## src/sv/inm_pkg.sv

```systemverilog
// ----------------------------------------------------------------------------
// inm_pkg: shared types and constants of the If-None-Match matcher
// Parse mode codes, character codes and the tag configuration bundle.
// ----------------------------------------------------------------------------
`default_nettype none

package inm_pkg;

  // Widest tag the configuration registers can hold, in characters.
  localparam int unsigned MAX_TAG_CHARS = 16;
  localparam int unsigned LEN_W         = 5;

  // Parse modes.
  localparam logic [2:0] MODE_BETWEEN  = 3'd0;
  localparam logic [2:0] MODE_AFTER_W  = 3'd1;
  localparam logic [2:0] MODE_AFTER_SL = 3'd2;
  localparam logic [2:0] MODE_IN_TAG   = 3'd3;
  localparam logic [2:0] MODE_DECIDED  = 3'd4;

  // Characters of interest.
  localparam logic [7:0] CH_NUL   = 8'h00;
  localparam logic [7:0] CH_SPACE = 8'h20;
  localparam logic [7:0] CH_TAB   = 8'h09;
  localparam logic [7:0] CH_COMMA = 8'h2C;
  localparam logic [7:0] CH_STAR  = 8'h2A;
  localparam logic [7:0] CH_W     = 8'h57;
  localparam logic [7:0] CH_SLASH = 8'h2F;
  localparam logic [7:0] CH_QUOTE = 8'h22;

  // Register indexes.
  localparam logic [1:0] REG_CHARS_LOW  = 2'd0;
  localparam logic [1:0] REG_CHARS_HIGH = 2'd1;
  localparam logic [1:0] REG_TAG_LENGTH = 2'd2;

  typedef struct packed {
    logic [8*MAX_TAG_CHARS-1:0] chars;
    logic [LEN_W-1:0]           length;
  } inm_tag_cfg_t;

endpackage

`default_nettype wire

```

## src/sv/inm_cfg_regs.sv

```systemverilog
// ----------------------------------------------------------------------------
// inm_cfg_regs: configuration registers of the If-None-Match matcher
// APB-style write and read of the wanted tag characters and its length.
// ----------------------------------------------------------------------------
`default_nettype none

module inm_cfg_regs
  import inm_pkg::*;
(
  input  wire logic        clk,
  input  wire logic        rst_n,
  input  wire logic        psel,
  input  wire logic        penable,
  input  wire logic        pwrite,
  input  wire logic [4:0]  paddr,
  input  wire logic [63:0] pwdata,
  output logic      [63:0] prdata,
  output inm_tag_cfg_t     tag_cfg
);

  logic [63:0]      chars_low_r;
  logic [63:0]      chars_high_r;
  logic [LEN_W-1:0] length_r;
  logic [1:0]       reg_idx;
  logic             wr_en;

  // Registers sit on 8-byte boundaries.
  assign reg_idx = paddr[4:3];
  assign wr_en   = psel && penable && pwrite;

  always_ff @(posedge clk) begin
    if (!rst_n) begin
      chars_low_r  <= '0;
      chars_high_r <= '0;
      length_r     <= '0;
    end else if (wr_en) begin
      case (reg_idx)
        REG_CHARS_LOW:  chars_low_r  <= pwdata;
        REG_CHARS_HIGH: chars_high_r <= pwdata;
        REG_TAG_LENGTH: length_r     <= pwdata[LEN_W-1:0];
        default: ;
      endcase
    end
  end

  always_comb begin
    case (reg_idx)
      REG_CHARS_LOW:  prdata = chars_low_r;
      REG_CHARS_HIGH: prdata = chars_high_r;
      REG_TAG_LENGTH: prdata = {{(64-LEN_W){1'b0}}, length_r};
      default:        prdata = '0;
    endcase
  end

  assign tag_cfg.chars  = {chars_high_r, chars_low_r};
  assign tag_cfg.length = length_r;

endmodule

`default_nettype wire

```

## src/sv/inm_parse.sv

```systemverilog
// ----------------------------------------------------------------------------
// inm_parse: header parse state and per-byte decision logic
// Holds the parse mode, tag position and answer, updated once per word.
// ----------------------------------------------------------------------------
`default_nettype none

module inm_parse
  import inm_pkg::*;
#(
  parameter int unsigned TAG_CHARS = 16
) (
  input  wire logic         clk,
  input  wire logic         rst_n,
  input  wire logic         step,
  input  wire logic [7:0]   hdr_byte,
  input  wire logic         hdr_last,
  input  wire inm_tag_cfg_t tag_cfg,
  output logic              res_match
);

  localparam int unsigned CW = $clog2(TAG_CHARS + 1);
  localparam int unsigned IW = (TAG_CHARS > 1) ? $clog2(TAG_CHARS) : 1;
  localparam logic [CW-1:0] POS_LIMIT = CW'(TAG_CHARS);

  logic [2:0]    mode_r,  mode_nxt,  mode_c;
  logic [CW-1:0] pos_r,   pos_nxt,   pos_c;
  logic          diff_r,  diff_nxt,  diff_c;
  logic          ans_r,   ans_nxt,   ans_c;
  logic [7:0]    tag_bytes [TAG_CHARS];
  logic [7:0]    want;

  for (genvar k = 0; k < TAG_CHARS; k++) begin : g_bytes
    assign tag_bytes[k] = tag_cfg.chars[8*k +: 8];
  end

  assign want = tag_bytes[pos_r[IW-1:0]];

  always_comb begin
    mode_c = mode_r;
    pos_c  = pos_r;
    diff_c = diff_r;
    ans_c  = ans_r;
    if (mode_r != MODE_DECIDED) begin
      if (hdr_byte == CH_NUL) begin
        mode_c = MODE_DECIDED;
        ans_c  = 1'b0;
      end else begin
        case (mode_r)
          MODE_BETWEEN: begin
            if (hdr_byte inside {CH_SPACE, CH_TAB, CH_COMMA}) begin
              mode_c = MODE_BETWEEN;
            end else if (hdr_byte == CH_STAR) begin
              mode_c = MODE_DECIDED;
              ans_c  = 1'b1;
            end else if (hdr_byte == CH_W) begin
              mode_c = MODE_AFTER_W;
            end else if (hdr_byte == CH_QUOTE) begin
              mode_c = MODE_IN_TAG;
              pos_c  = '0;
              diff_c = 1'b0;
            end else begin
              mode_c = MODE_DECIDED;
              ans_c  = 1'b0;
            end
          end
          MODE_AFTER_W: begin
            if (hdr_byte == CH_SLASH) begin
              mode_c = MODE_AFTER_SL;
            end else begin
              mode_c = MODE_DECIDED;
              ans_c  = 1'b0;
            end
          end
          MODE_AFTER_SL: begin
            if (hdr_byte == CH_QUOTE) begin
              mode_c = MODE_IN_TAG;
              pos_c  = '0;
              diff_c = 1'b0;
            end else begin
              mode_c = MODE_DECIDED;
              ans_c  = 1'b0;
            end
          end
          MODE_IN_TAG: begin
            if (hdr_byte == CH_QUOTE) begin
              if ((6'(pos_r) == 6'(tag_cfg.length)) && !diff_r) begin
                mode_c = MODE_DECIDED;
                ans_c  = 1'b1;
              end else begin
                mode_c = MODE_BETWEEN;
              end
            end else if (pos_r < POS_LIMIT) begin
              if (hdr_byte != want) begin
                diff_c = 1'b1;
              end
              pos_c = pos_r + 1'b1;
            end else begin
              diff_c = 1'b1;
            end
          end
          default: begin
            mode_c = MODE_DECIDED;
            ans_c  = 1'b0;
          end
        endcase
      end
    end
  end

  assign res_match = (mode_c == MODE_DECIDED) && ans_c;

  // The last byte of a header returns the parser to its idle state.
  always_comb begin
    if (hdr_last) begin
      mode_nxt = MODE_BETWEEN;
      pos_nxt  = '0;
      diff_nxt = 1'b0;
      ans_nxt  = 1'b0;
    end else begin
      mode_nxt = mode_c;
      pos_nxt  = pos_c;
      diff_nxt = diff_c;
      ans_nxt  = ans_c;
    end
  end

  always_ff @(posedge clk) begin
    if (!rst_n) begin
      mode_r <= MODE_BETWEEN;
      pos_r  <= '0;
      diff_r <= 1'b0;
      ans_r  <= 1'b0;
    end else if (step) begin
      mode_r <= mode_nxt;
      pos_r  <= pos_nxt;
      diff_r <= diff_nxt;
      ans_r  <= ans_nxt;
    end
  end

  a_last_clears: assert property (@(posedge clk) disable iff (!rst_n)
    (step && hdr_last) |=> (mode_r == MODE_BETWEEN) && (pos_r == '0) && !ans_r)
    else $error("parse state not cleared after last byte");

  a_ans_only_decided: assert property (@(posedge clk) disable iff (!rst_n)
    ans_r |-> (mode_r == MODE_DECIDED))
    else $error("answer set outside decided mode");

endmodule

`default_nettype wire

```

## src/sv/etag_if_none_match_matcher.sv

```systemverilog
// ----------------------------------------------------------------------------
// etag_if_none_match_matcher: weak ETag compare of an If-None-Match header
// Path: a header byte is registered, then parsed; the match word is loaded
//   into the result register at the edge where the parser takes the last
//   byte, which a held result can delay, and out_valid comes straight from it.
// Throughput: one header byte per cycle while out_stall does not hold a result;
//   the parse state update is the only loop, closed through the byte compare.
// Reset: synchronous, active low; clears the pipeline valids, the parse state
//   and all configuration registers.
// ----------------------------------------------------------------------------
`default_nettype none

module etag_if_none_match_matcher
  import inm_pkg::*;
#(
  parameter int unsigned TAG_CHARS = 16
) (
  input  wire logic        clk,
  input  wire logic        rst_n,
  // Header byte stream.
  input  wire logic        in_valid,
  output logic             in_stall,
  input  wire logic [7:0]  in_header_byte,
  input  wire logic        in_last,
  // Match result, one word per header.
  output logic             out_valid,
  input  wire logic        out_stall,
  output logic             out_match,
  // Configuration port.
  input  wire logic        psel,
  input  wire logic        penable,
  input  wire logic        pwrite,
  input  wire logic [4:0]  paddr,
  input  wire logic [63:0] pwdata,
  output logic      [63:0] prdata,
  output logic             pready
);

  inm_tag_cfg_t tag_cfg;

  // Input register stage. A word sits here until the parser takes it.
  logic       s1_valid_r;
  logic [7:0] s1_byte_r;
  logic       s1_last_r;

  // Result register.
  logic       out_valid_r;
  logic       out_match_r;

  logic       can_move;
  logic       s1_adv;
  logic       in_accept;
  logic       par_match;

  assign pready = 1'b1;

  inm_cfg_regs u_cfg (
    .clk     (clk),
    .rst_n   (rst_n),
    .psel    (psel),
    .penable (penable),
    .pwrite  (pwrite),
    .paddr   (paddr),
    .pwdata  (pwdata),
    .prdata  (prdata),
    .tag_cfg (tag_cfg)
  );

  // The parser may consume the registered word whenever the result register
  // is free or is being emptied this cycle. Non-last words could go ahead
  // regardless, but holding them keeps the control to one condition.
  assign can_move  = !out_valid_r || !out_stall;
  assign s1_adv    = s1_valid_r && can_move;
  assign in_stall  = s1_valid_r && !can_move;
  assign in_accept = in_valid && !in_stall;

  always_ff @(posedge clk) begin
    if (!rst_n) begin
      s1_valid_r <= 1'b0;
    end else if (in_accept) begin
      s1_valid_r <= 1'b1;
    end else if (s1_adv) begin
      s1_valid_r <= 1'b0;
    end
  end

  always_ff @(posedge clk) begin
    if (in_accept) begin
      s1_byte_r <= in_header_byte;
      s1_last_r <= in_last;
    end
  end

  inm_parse #(
    .TAG_CHARS (TAG_CHARS)
  ) u_parse (
    .clk       (clk),
    .rst_n     (rst_n),
    .step      (s1_adv),
    .hdr_byte  (s1_byte_r),
    .hdr_last  (s1_last_r),
    .tag_cfg   (tag_cfg),
    .res_match (par_match)
  );

  // Only the last byte of a header produces a result word.
  always_ff @(posedge clk) begin
    if (!rst_n) begin
      out_valid_r <= 1'b0;
    end else if (s1_adv && s1_last_r) begin
      out_valid_r <= 1'b1;
    end else if (!out_stall) begin
      out_valid_r <= 1'b0;
    end
  end

  always_ff @(posedge clk) begin
    if (s1_adv && s1_last_r) begin
      out_match_r <= par_match;
    end
  end

  assign out_valid = out_valid_r;
  assign out_match = out_match_r;

  a_no_overwrite: assert property (@(posedge clk) disable iff (!rst_n)
    (out_valid_r && out_stall && s1_valid_r) |-> !s1_adv)
    else $error("pending result would be overwritten");

  a_stall_needs_word: assert property (@(posedge clk) disable iff (!rst_n)
    in_stall |-> (s1_valid_r && out_valid_r))
    else $error("input stalled without a held word");

endmodule

`default_nettype wire

```

## config.mk

```make
export PLATFORM = sky130hd
export DESIGN_NAME = etag_if_none_match_matcher
export DESIGN_NICKNAME = d
export VERILOG_FILES = /design/src/sv/inm_pkg.sv /design/src/sv/inm_cfg_regs.sv /design/src/sv/inm_parse.sv /design/src/sv/etag_if_none_match_matcher.sv
export SDC_FILE = /design/constraint.sdc
export NUM_CORES = 1
export LEC_CHECK = 0
export BUFFER_PORTS_ARGS = -buffer_cell sky130_fd_sc_hd__clkbuf_2
export CORE_MARGIN = 2
export CORE_UTILIZATION = 45
export CTS_CLUSTER_SIZE = 10
export DETAILED_ROUTE_END_ITERATION = 10
export PLACE_DENSITY = 0.73
export SYNTH_ARGS = -nofsm -noshare
export SYNTH_HDL_FRONTEND = slang
export SYNTH_SLANG_ARGS = --single-unit
```

## constraint.sdc

```tcl
create_clock -name clk -period 2.35 [get_ports clk]
set_input_delay 0.235 -clock clk [delete_from_list [all_inputs] [get_ports clk]]
set_output_delay 0.235 -clock clk [all_outputs]
set_load 0.03 [all_outputs]
```

==> results, run 1 <==
- In this run the tool buffered the top-level ports with roughly 150 buffer cells.
- Among cell families on the critical path, the largest total delay comes from multiplexers.
- Static timing analysis puts the maximum clock frequency at between 400 and 500 MHz.
- Global routing consumed, over all layers together, about a quarter of the routing resources.
- The post-route netlist has 22.6% of its cells at a drive strength greater than 1.
- Of all nets on the critical path, the largest fanout is 8.
- The post-layout instance area is 10,100 um2.
- For this run, global-route usage on met3 was measured as around 5%.
- In this run, placement finished with an instance count of between 1,000 and 1,500.
- The clock net in this run drives a total of approximately 160 sinks.
- The post-layout worst setup margin is -0.0642 ns.
- The static leakage power is roughly 3.9 nW.
- The flow ran to the end, but the final reports show violations.
- Routability-driven placement finished with a final weighted congestion of between 0.9 and 1.
- The Yosys step of the flow raised 0 warnings.
- The cell area after placement is 9400 um2.
- The worst setup path is captured at a flop.
- The final reports fail on setup timing.
- The longest individual stage delay on the worst path is 0.55 ns.
- The area growth from synthesis to layout is 21.7%.
- The TritonCTS buffer count is 17.
- For the pin with the worst max-slew slack, the measured transition is approximately 0.74 ns.
- The number of nets produced by synthesis is about 1,100.
- By area the synthesized netlist is led by dfxtp_1 35%, mux2i_1 12%, nand2_1 12%, a21boi_0 12%, mux4_2 4.1%.
- The finished layout holds approximately 1,400 standard cells, fillers aside.
- The synthesized design contains 10 enable-type register cells.
- The pre-antenna-repair detailed-routing pass consisted of 7 iterations.
- Setup repair after global routing could not meet its margin everywhere.
- The placeable core region is 18,000 um2.
- The antenna diode instance count is 0.
- The path class of the tightest hold or removal check is in2reg.
- The filler cells instantiated in the layout total between 1,500 and 2,000.
- The worst setup path is launched from a flop.
- The number of antenna violations at the first check in global routing was 0.
- The synthesized netlist contains between 50 and 60 unique library cells.
- Data on the critical path is required at its endpoint by 2.66 ns.
- For this configuration, the core starts out at a cell density of between 40% and 50%.
- Measured against its own limit, the worst slew margin works out to between 50 and 60%.
- Entering global routing, the biggest net connects between 80 and 90 pins.
- For this run the aggregate overflow at the end of global routing stands at 0.
- After detailed routing, the average wire length per cell comes to between 15 and 20 um.
- The floorplan has 49 rows.
- The total standard cell area after synthesis is a little over 8000 um2.
- The max-cap violation count is 0.
- Counting both buffers and inverters, the worst setup path holds a total of 0.
- The number of vias after detailed routing is approximately 7,500.
- Setup violations remaining at the end of the flow were counted as 1.
- In the synthesized netlist the dominant register cell turns out to be dfxtp_1.
- The clock passes through at most 2 buffers.
- The clock latency of the later-clocked register in the worst-skew pair is 0.43 ns.
- For this run, design rule violations remaining after detail routing come to 0.
- The count of boundary I/O pins is between 150 and 200.
- In this run, the number of DRC markers left after iteration 0 of detailed routing was 559.
- The portion of the clock cycle consumed by the worst path in the final layout is 103%.
- The clock-pin transition on the worst setup and hold timing paths is approximately 0.060 ns.
- The share of the Yosys chip area taken by registers is around two fifths.
- The setup slack of the worst register-to-register path is -0.06 ns.
- The cell count after synthesis came out at 975.
- Walking the worst path, the cells encountered are mux4_2, mux4_2, xor2_1, or4_1, o311a_1.
- The cell with the most instances on the worst path is mux4_2.
- At the worst endpoint, the arrival time is 2.73 ns.
- The count of nets after finishing is about 1,200.
- The fraction of met2 tracks used by global routing is a little over two fifths.
- The final critical delay including setup and external delays is 2.41 ns.
- The cell sitting at the root of the clock tree is a clkbuf_16.
- In the global route stage, met1 resource usage came out at 32.5%.
- The total power is just under 0.006 W.
- The horizontal die dimension is 140 um.
- The path type of the worst setup path is reg2reg.
- The wire length of the first global-routing pass is between 30 and 40 mm.
- For the final database, setup skew stands at between 0.008 and 0.009 ns.
- Among all stages on the critical path, the largest delay is contributed by mux4_2.
- The worst vdd rail ir drop is around 0.50 mV.
- In this run the power density over the cells is 586 nW/um2.
- The number of max-slew violations in the final report is 0.
- After synthesis the netlist holds a flip-flop and latch count of approximately 160.
- In this run the most used layer during global routing was met2.
- The worst slack after detailed placement is -0.178 ns.
- The final wirelength is around 25 mm.
- The most area-hungry cell type in the Yosys netlist is dfxtp_1.
- The post-detailed-placement half-perimeter wirelength is 18.5 mm.
- Dividing the detail-routed via count by the number of cells gives about 5.5.
- The TritonCTS clock tree is yes.
- The area fraction of the dominant cell type after synthesis is a little over a third.
- The total die area is 19,500 um2.
- Once detail routing completed, the nets flagged for antenna violations numbered 0.
- The number of endpoints with negative hold slack in the final report is 0.
- The fraction of synthesis flops using an asynchronous set or reset pin is 0%.
- The number of global-route vias before repair is 7,034.
- The die height is 140 um.
- The count of H-tree levels built during CTS is 4.
- Averaged over all synthesized cells, the footprint is 8.50 um2.
- On the final layout, the worst hold slack is about 0.033 ns.
placed cells by master (no fill, tap or decap), drive strengths merged, types with 4 or more instances in the layout:
cell type,n
a21boi,134
a21oi,5
a221oi,6
and2,4
and3,4
buf,43
clkbuf,168
clkinv,4
dfxtp,145
dlygate4sd3,9
edfxtp,10
inv,8
mux2,10
mux2i,103
mux4,18
nand2,272
nand2b,4
nand3,6
nor2,70
nor2b,11
nor3,9
nor3b,4
o21ai,16
o22ai,4
xnor2,8
xor2,9
cells in the mapped netlist (3+ instances only):
library cell	instances
nor3b_1	4
nand2b_1	4
mux4_2	15
and3_1	4
o21ai_0	13
mux2_2	9
dfxtp_1	145
o31ai_1	3
a21oi_1	5
edfxtp_1	10
buf_2	4
a21boi_1	5
nand2_1	272
mux4_1	3
buf_1	9
nor2b_1	11
a221oi_1	6
o21ai_1	3
mux2i_1	103
clkbuf_1	60
xnor2_1	8
a41oi_1	3
o2bb2ai_1	3
xor2_1	9
a21boi_0	129
nand3_1	6
nor2_1	70
nor3_1	9
nand4_1	3
inv_1	7
o22ai_1	4
and2_1	4
o21a_1	3
cell type report:
type	count	area, um2	share of cell area (%)
Clock buffer	22	464	4.60
Clock inverter	10	116	1.15
Inverter	7	26.3	0.261
Multi-Input combinational cell	736	4750	47.1
Sequential cell	155	3210	31.8
Tap cell	229	287	2.84
Timing Repair Buffer	198	1230	12.2
power by group:
part	total (W)	switching (W)	internal (W)
clock network	0.00272	0.00110	0.00162
registers	0.00274	0.0000436	0.00270
logic	0.000450	0.000253	0.000198
total	0.00591	0.00140	0.00451
per-layer routing:
layer,share of wire (%),wire (um)
met5,0,0
met4,3.1,790
met3,5.8,1470
met2,48,12300
met1,43,10800
repair_timing:
action,4_1_cts,5_1_grt
hold endpoints to repair,9,0
hold buffers,9,0
setup endpoints to repair,1,1
pin swaps,1,0
resized for setup,2,2
gates cloned,0,0
setup buffers,1,0
worst paths after layout:
check,startpoint,endpoint,cells after the start
setup / recovery,u_parse.pos_r[0],u_parse.diff_r,5
hold / removal,in_valid,s1_valid_r,2
setup reg to reg,u_parse.pos_r[0],u_parse.diff_r,5
hold reg to reg,u_cfg.chars_high_r[56],u_cfg.chars_high_r[56],2
kinds of logic after synthesis:
| kind of cell | share of synthesized area (%) |
|---|---|
| AO/OA/AOI/OAI | 16.5 |
| XOR/XNOR | 1.80 |
| multiplexers | 18.8 |
| flip-flops | 38.7 |
| AND/OR/NAND/NOR | 19.9 |
| buffers and inverters | 4.14 |
| other | 0.0453 |
| adder cells (fa/ha/maj) | 0.151 |
flip-flops by register name, summed over array words and instances, names as in the netlist, 3 cells and up:
signal and count:
s1_byte_r 8, u_cfg.chars_low_r 64, u_parse.pos_r 5, u_cfg.chars_high_r 64
u_cfg.length_r 5, u_parse.mode_r 3
worst register-to-register path, cell delays in order, from the launching register on:
cell and delay [ns]:
dfxtp_4 0.43, mux4_2 0.55, mux4_2 0.48, xor2_1 0.15, or4_1 0.40, o311a_1 0.29
through the flow:
stage	util, %	TNS (ns)
6_report	55.9	-0.0642
5_1_grt	55.9	-0.128
4_1_cts	55.9	-0.0614
3_5_place_dp	52.1	-0.178
3_3_place_gp	52.1	-0.164
2_1_floorplan	-	-0.0109
Power figures use the tool's default switching activity.
==> run 2, diff against run 1 <==
Settings changed: CTS_BUF_LIST from default to sky130_fd_sc_hd__clkbuf_8.
==> run 2 against run 1 <==
Effect of this change:
- the run still ends with setup timing left
- register-to-register slack worse by 0.02 ns
- hold slack worse by 0.014 ns
- critical path depth stayed put
- non-clock buffer count is 21 higher
- power is 12% lower
- cell count is 1.5% higher
- routed wire length is 0.14% lower
- sequential power hardly changed
- via count is 0.79% higher
- critical path type unchanged
==> results, run 2 (same netlist as run 1, synthesis figures left out) <==
- The flow ran to the end, but the final reports show violations.
- The checks that failed: setup timing.
- The remaining global-route overflow was 0 (unchanged).
- The static leakage power is 3.87 nW (+0.33%).
- The tightest min-delay check is of the in2reg type.
- Setup repair after global routing could not meet its margin everywhere.
- The post-layout worst setup margin was -0.0820 ns (-0.0178 ns).
- The final antenna-violating net count was 0 (unchanged).
- The master cell of the clock root buffer is clkbuf_8.
- The count of boundary I/O pins is 153 (unchanged).
- The worst vdd rail ir drop is 0.329 mV (-34%).
- The final standard cell utilization of the core was 56.0% (+0.10 points).
- The number of detailed-route iterations in the first pass is 5 (-2).
- The final clock skew is 0.00982 ns (+0.00139 ns).
- The horizontal die dimension is 140 um (unchanged).
- The placeable core region is 18,000 um2 (unchanged).
- The maximum number of buffers from clock root to sink is 2 (unchanged).
- The total of endpoints with negative setup slack in the final report is 1 (unchanged).
- The count of clock tree sinks is 155 (unchanged).
- The post-route DRC violation count is 0 (unchanged).
- The total die area is 19,500 um2 (unchanged).
- The setup path with the least slack is of type reg2reg.
- The transition time at the pin with the least slew margin is 0.772 ns (+0.0291 ns).
- The initial cell density of the core came to 46.0% (unchanged).
- The power density over the cells is 517 nW/um2 (-12%).
- The largest driver fanout on the critical path is 8 (unchanged).
- The count of nets after finishing is 1,222 (+1.7%).
- The setup slack of the worst register-to-register path is -0.08 ns (-0.02 ns).
- The relative area change from synthesis to final layout is 21.9%.
- The average detailed-routed wire length per instance is 18.3 um (-1.7%).
- The overall fraction of global-route tracks in use was 25.4% (-0.031 points).
- In the final layout, the registers with the most flip-flops are u_cfg.chars_high_r: 64 flops, u_cfg.chars_low_r: 64 flops, s1_byte_r: 8 flops.
- The total area of sequential cells came to 3210 um2 (unchanged).
- The setup TNS was -0.0820 ns (-0.0178 ns).
- The vias per cell was 5.49 (-0.75%).
- The highest attainable clock frequency came to 411 MHz (-0.73%).
- Leaving out fill and tap cells, the most frequent cell in the layout is nand2_1.
- The number of standard cells in the final layout excluding fillers is 1,378 (+1.5%).
- The data arrival time of the critical path is 2.78 ns (+0.05 ns).
- TritonCTS built the clock tree.
- The worst setup path is launched from a flop.
- The critical hold path startpoint is pwdata[20].
- The beginning of the worst register-to-register path is u_parse.pos_r[0].
- The cell depth of the worst flop-to-flop path came to 5 (unchanged).
- The final wirelength was 25.3 mm (-0.14%).
- The worst hold path cell count was 3 (+1).
- The fraction of layout instances using a drive strength above 1 is 22.2% (-0.41 points).
- The worst path required time is 2.70 ns (+0.04 ns).
- The multi-input combinational cell area is 4750 um2 (unchanged).
- The sort of element at the end of the critical path is a flop.
- The count of H-tree levels built during CTS is 4 (unchanged).
- The standard-cell row count is 49 (unchanged).
- The library cells used most frequently in the layout, excluding fill and tap cells, are 271 x nand2_1, 146 x clkbuf_2, 141 x dfxtp_1, 129 x a21boi_0, 103 x mux2i_1.
- The max-cap violation count was 0 (unchanged).
- The wire length of the first global-routing pass is 39.0 mm (+0.43%).
- The post-detailed-placement half-perimeter wirelength is 18.5 mm (unchanged).
- The portion of the clock cycle consumed by the worst path in the final layout is 103% (+0.76 points).
- The number of global-route vias before repair is 7,158 (+1.8%).
- The normalized max-slew margin is 48.4% (-1.9 points).
- The hold slack is 0.0195 ns (-0.0135 ns).
- The number of endpoints with negative hold slack in the final report is 0 (unchanged).
- The die height is 140 um (unchanged).
- The endpoint of the most critical register-to-register path is u_parse.diff_r.
- The post-layout instance area is 10,100 um2 (+0.19%).
- The maximum number of pins on one net before global-route repair is 81 (unchanged).
- The TritonCTS buffer count is 17 (unchanged).
- The worst min-delay path endpoint is u_cfg.chars_low_r[20].
- The cell area after placement is 9400 um2 (unchanged).
- The clock-pin transition on the worst setup and hold timing paths is 0.08 ns (+0.02 ns).
- The clock latency of the later-clocked register in the worst-skew pair is 0.47 ns (+0.04 ns).
- The number of antenna violations at the first check in global routing is 0 (unchanged).
- The antenna diode instance count is 0 (unchanged).
- The starting DRC count in detailed routing came to 610 (+9.1%).
- The weighted congestion reported at the end of routability-driven placement is 0.943 (unchanged).
- The number of buffer cells added on primary ports was 148 (unchanged).
- The number of max-slew violations in the final report is 0 (unchanged).
- The final critical delay including setup and external delays was 2.43 ns (+0.0178 ns).
- The number of fill cells in the layout is 1,633 (+0.25%).
- The post-placement cell count is 1,315 (unchanged).
- The number of vias after detailed routing is 7,565 (+0.79%).
==> run 2: cell count changes in the layout (fill, tap and decap cells not counted) <==
cell,previous run,this run
dlygate4sd3_1,9,30
clkbuf_16,17,0
clkbuf_8,2,19
clkbuf_1,3,0
inv_1,7,10
==> run 2: how the worst max path moves through the flow <==
stage                      from             end  slack (ns)
2_1_floorplan  u_parse.pos_r[0]  u_parse.diff_r       -0.01
3_3_place_gp   u_parse.pos_r[0]  u_parse.diff_r       -0.16
3_5_place_dp   u_parse.pos_r[0]  u_parse.diff_r       -0.18
4_1_cts        u_parse.pos_r[0]  u_parse.diff_r       -0.06
5_1_grt        u_parse.pos_r[0]  u_parse.diff_r       -0.13
6_report       u_parse.pos_r[0]  u_parse.diff_r       -0.08
==> run 2: critical path: stages, from the launching register on <==
cell and delay (ns):
dfxtp_4 0.43, mux4_2 0.56, mux4_2 0.48, xor2_1 0.15
or4_1 0.40, o311a_1 0.29
==> run 2: final cells by class <==
cell class | count | area share, %
inverter | 7 | 0.260
multi-input combinational | 736 | 47.0
clock inverter | 13 | 1.26
tap | 229 | 2.84
sequential | 155 | 31.8
timing repair buffer | 219 | 14.3
clock buffer | 19 | 2.59
==> run 2: where the power goes <==
group	internal, W	total, W	switching, W
Clock	0.000987	0.00200	0.00102
Combinational	0.000220	0.000480	0.000259
Sequential	0.00269	0.00274	0.0000441
Total	0.00390	0.00522	0.00132
==> run 2: metrics by stage <==
step	setup slack [ns]	power, W
after global routing	-0.131	0.00537
after CTS	-0.0633	0.00523
final	-0.0820	0.00522
after detailed placement	-0.178	0.00323
after floorplan	-0.0109	0.00303
after global placement	-0.164	0.00323
==> run 2: routing by layer <==
layer,wire (um),part of all wire (%),global-route usage [%]
met1,10600,42,32.5
met2,12100,48,42.1
met3,1600,6.3,4.61
met4,930,3.7,10.9
met5,0,0,0
==> run 2: timing repair <==
| action | CTS | global route |
|---|---|---|
| setup endpoints to repair | 1 | 2 |
| gates cloned | 0 | 0 |
| gates resized for setup | 2 | 2 |
| setup buffers | 1 | 0 |
| pin swaps | 1 | 0 |
| hold buffers | 30 | 0 |
| endpoints found under the hold margin | 38 | 0 |
==> run 3, diff against run 2 <==
Settings changed: CTS_CLUSTER_SIZE 10 to 30, GPL_ROUTABILITY_DRIVEN from default to 0, SKIP_CTS_REPAIR_TIMING from default to 1.
==> run 3 against run 2 <==
Effect of this change:
- the flow still finishes with violations (setup timing)
- core utilization fell by 1.3 points
- highest routed layer unchanged
- fmax rose by 0.77%
- setup slack improved by 0.019 ns
- combinational power fell by 7.3%
- routed wire length fell by 0.94%
- largest cell class unchanged
==> results, run 3 (same netlist as run 1, synthesis figures left out) <==
- The final clock skew was 0.00758 ns (-0.00223 ns).
- In the layout the commonest cells are 271 x nand2_1, 146 x clkbuf_2, 141 x dfxtp_1, 129 x a21boi_0, 103 x mux2i_1.
- The vias per cell is 5.57 (+1.4%).
- Setup repair after global routing could not meet its margin everywhere.
- The TritonCTS clock tree is yes.
- The TritonCTS buffer count is 17 (unchanged).
- The number of standard cells in the final layout excluding fillers is 1,350 (-2.0%).
- The count of boundary I/O pins is 153 (unchanged).
- The count of nets after finishing is 1,195 (-2.2%).
- The worst vdd rail ir drop is 0.306 mV (-7.1%).
- The starting DRC count in detailed routing is 661 (+8.4%).
- The run finished, with violations left.
- The number of antenna violations at the first check in global routing is 0 (unchanged).
- The total of endpoints with negative setup slack in the final report is 1 (unchanged).
- The initial cell density of the core is 46.0% (unchanged).
- In this run the most critical hold path is launched from pwdata[26].
- The number of max-slew violations in the final report came to 0 (unchanged).
- The largest driver fanout on the critical path is 7 (-1).
- The clock latency of the later-clocked register in the worst-skew pair was 0.46 ns (about the same).
- The power share of the clock group is 40.2% (+1.8 points).
- The post-route DRC violation count was 0 (unchanged).
- The max-cap violation count is 0 (unchanged).
- The sort of element at the end of the critical path is a flop.
- The power density over the cells is 540 nW/um2 (+4.4%).
- The total internal power came to 0.00403 W (+3.3%).
- The count of clock tree sinks is 155 (unchanged).
- The relative contribution of sequential cells to total power is 51.4% (-1.0 points).
- The number of endpoints with negative hold slack in the final report is 0 (unchanged).
- The highest-delay cell along the critical path is mux4_2.
- The final wirelength is 25.0 mm (-0.94%).
- The maximum number of buffers from clock root to sink came to 2 (unchanged).
- The fraction of layout instances using a drive strength above 1 is 22.1% (-0.070 points).
- The commonest non-fill, non-tap cell in the layout is nand2_1.
- The final antenna-violating net count is 0 (unchanged).
- The wire length of the first global-routing pass came to 38.3 mm (-1.6%).
- The highest attainable clock frequency is 414 MHz (+0.77%).
- The final reports fail on setup timing.
- The post-layout worst setup margin is -0.0634 ns (+0.0186 ns).
- The portion of the clock cycle consumed by the worst path in the final layout is 103% (-0.79 points).
- The static leakage power is 3.76 nW (-3.0%).
- The cell with the most instances on the worst path is mux4_2.
- The number of vias after detailed routing is 7,514 (-0.67%).
- The switching share of power came to 24.4% (-0.96 points).
- The final critical delay including setup and external delays was 2.41 ns (-0.0186 ns).
- The critical path goes through mux4_2, mux4_2, xor2_1, or4_1, o311a_1.
- The average detailed-routed wire length per instance is 18.5 um (+1.1%).
- The category of the worst setup path launch point is a flop.
- The startpoint of the most critical setup path is u_parse.pos_r[0].
- The longest individual stage delay on the worst path is 0.57 ns (about the same).
- The count of H-tree levels built during CTS was 4 (unchanged).
- The number of detailed-route iterations in the first pass was 6 (+1).
- The overall fraction of global-route tracks in use is 25.0% (-0.36 points).
- The path type of the worst setup path is reg2reg.
- The worst register-to-register path begins at u_parse.pos_r[0].
- The tightest min-delay check is of the in2reg type.
- The horizontal die dimension came to 140 um (unchanged).
- The post-placement cell count came to 1,308 (-0.53%).
- The cell depth of the worst flop-to-flop path is 5 (unchanged).
- The total die area is 19,500 um2 (unchanged).
- The number of buffer cells added on primary ports came to 148 (unchanged).
- The remaining global-route overflow is 0 (unchanged).
- The worst hold path cell count came to 3 (unchanged).
- The maximum number of pins on one net before global-route repair came to 67 (-17%).
- The setup TNS is -0.0634 ns (+0.0186 ns).
- The antenna diode instance count is 0 (unchanged).
- The largest registers in the layout are u_cfg.chars_high_r: 64 flops, u_cfg.chars_low_r: 64 flops, s1_byte_r: 8 flops.
- The die height came to 140 um (unchanged).
- The data arrival time of the critical path is 2.77 ns (about the same).
- The cell area after placement is 9330 um2 (-0.69%).
- The post-detailed-placement half-perimeter wirelength is 18.2 mm (-2.0%).
- The tree is rooted in a clkbuf_8.
- The hold slack was 0.00952 ns (-0.0100 ns).
- The post-layout instance area was 9870 um2 (-2.3%).
- The clock-pin transition on the worst setup and hold timing paths is 0.08 ns (about the same).
- The transition time at the pin with the least slew margin is 0.779 ns (+0.00712 ns).
- The relative area change from synthesis to final layout is 19.1%.
- The number of global-route vias before repair was 6,899 (-3.6%).
- The placeable core region came to 18,000 um2 (unchanged).
- The standard-cell row count came to 49 (unchanged).
- The worst path required time is 2.71 ns (about the same).
- The net switching power figure came to 0.00130 W (-1.9%).
- The normalized max-slew margin came to 48.0% (-0.37 points).
- The fraction of power consumed by combinational cells was 8.4% (-0.8 points).
## run 3: changes by cell type in the layout (fill, tap and decap cells not counted), moves of 2 or more
cell	change
bufinv_16	+2
buf_4	-8
clkinvlp_4	-2
clkbuf_8	-2
dlygate4sd3_1	-19
clkinv_2	+2
## run 3: layer usage
metal | GRT usage [%] | wire length (um)
met2 | 41.7 | 12200
met4 | 10.4 | 835
met1 | 32.2 | 10500
met5 | 0 | 0
met3 | 4.30 | 1450
## run 3: final timing paths
check                            to  slack [ns]
max reg2reg          u_parse.diff_r       -0.06
max                  u_parse.diff_r       -0.06
min reg2reg  u_cfg.chars_high_r[54]        0.48
min           u_cfg.chars_low_r[26]        0.01
## run 3: area by class of cell
cell class	instances	area, um2
Clock inverter	14	181
Multi-Input combinational cell	736	4740
Inverter	7	26.3
Fill cell	1703	8160
Clock buffer	17	234
Tap cell	229	287
Sequential cell	155	3210
Timing Repair Buffer	192	1180
## run 3: critical path: cells and delay by family (launching register included)
kind	cells	cell delay (ns)
flip-flops	1	0.43
AO/OA/AOI/OAI	1	0.29
multiplexers	2	1.05
AND/OR/NAND/NOR	1	0.39
XOR/XNOR	1	0.15
## run 3: per-stage QoR
step	setup WS (ns)	power (W)	util [%]
global placement	-0.137	0.00322	51.8
floorplan	-0.0109	0.00303	-
finish	-0.0634	0.00532	54.7
detailed placement	-0.146	0.00323	51.8
global route	-0.115	0.00548	54.7
CTS	-0.158	0.00534	54.1
## run 3: power by group through the flow
stage                     registers (W)  logic [W]  clock network [W]
after global routing            0.00274   0.000479            0.00227
after global placement          0.00280   0.000424                  0
after detailed placement        0.00280   0.000427                  0
final                           0.00274   0.000445            0.00214
after floorplan                 0.00278   0.000256                  0
after CTS                       0.00274   0.000428            0.00217
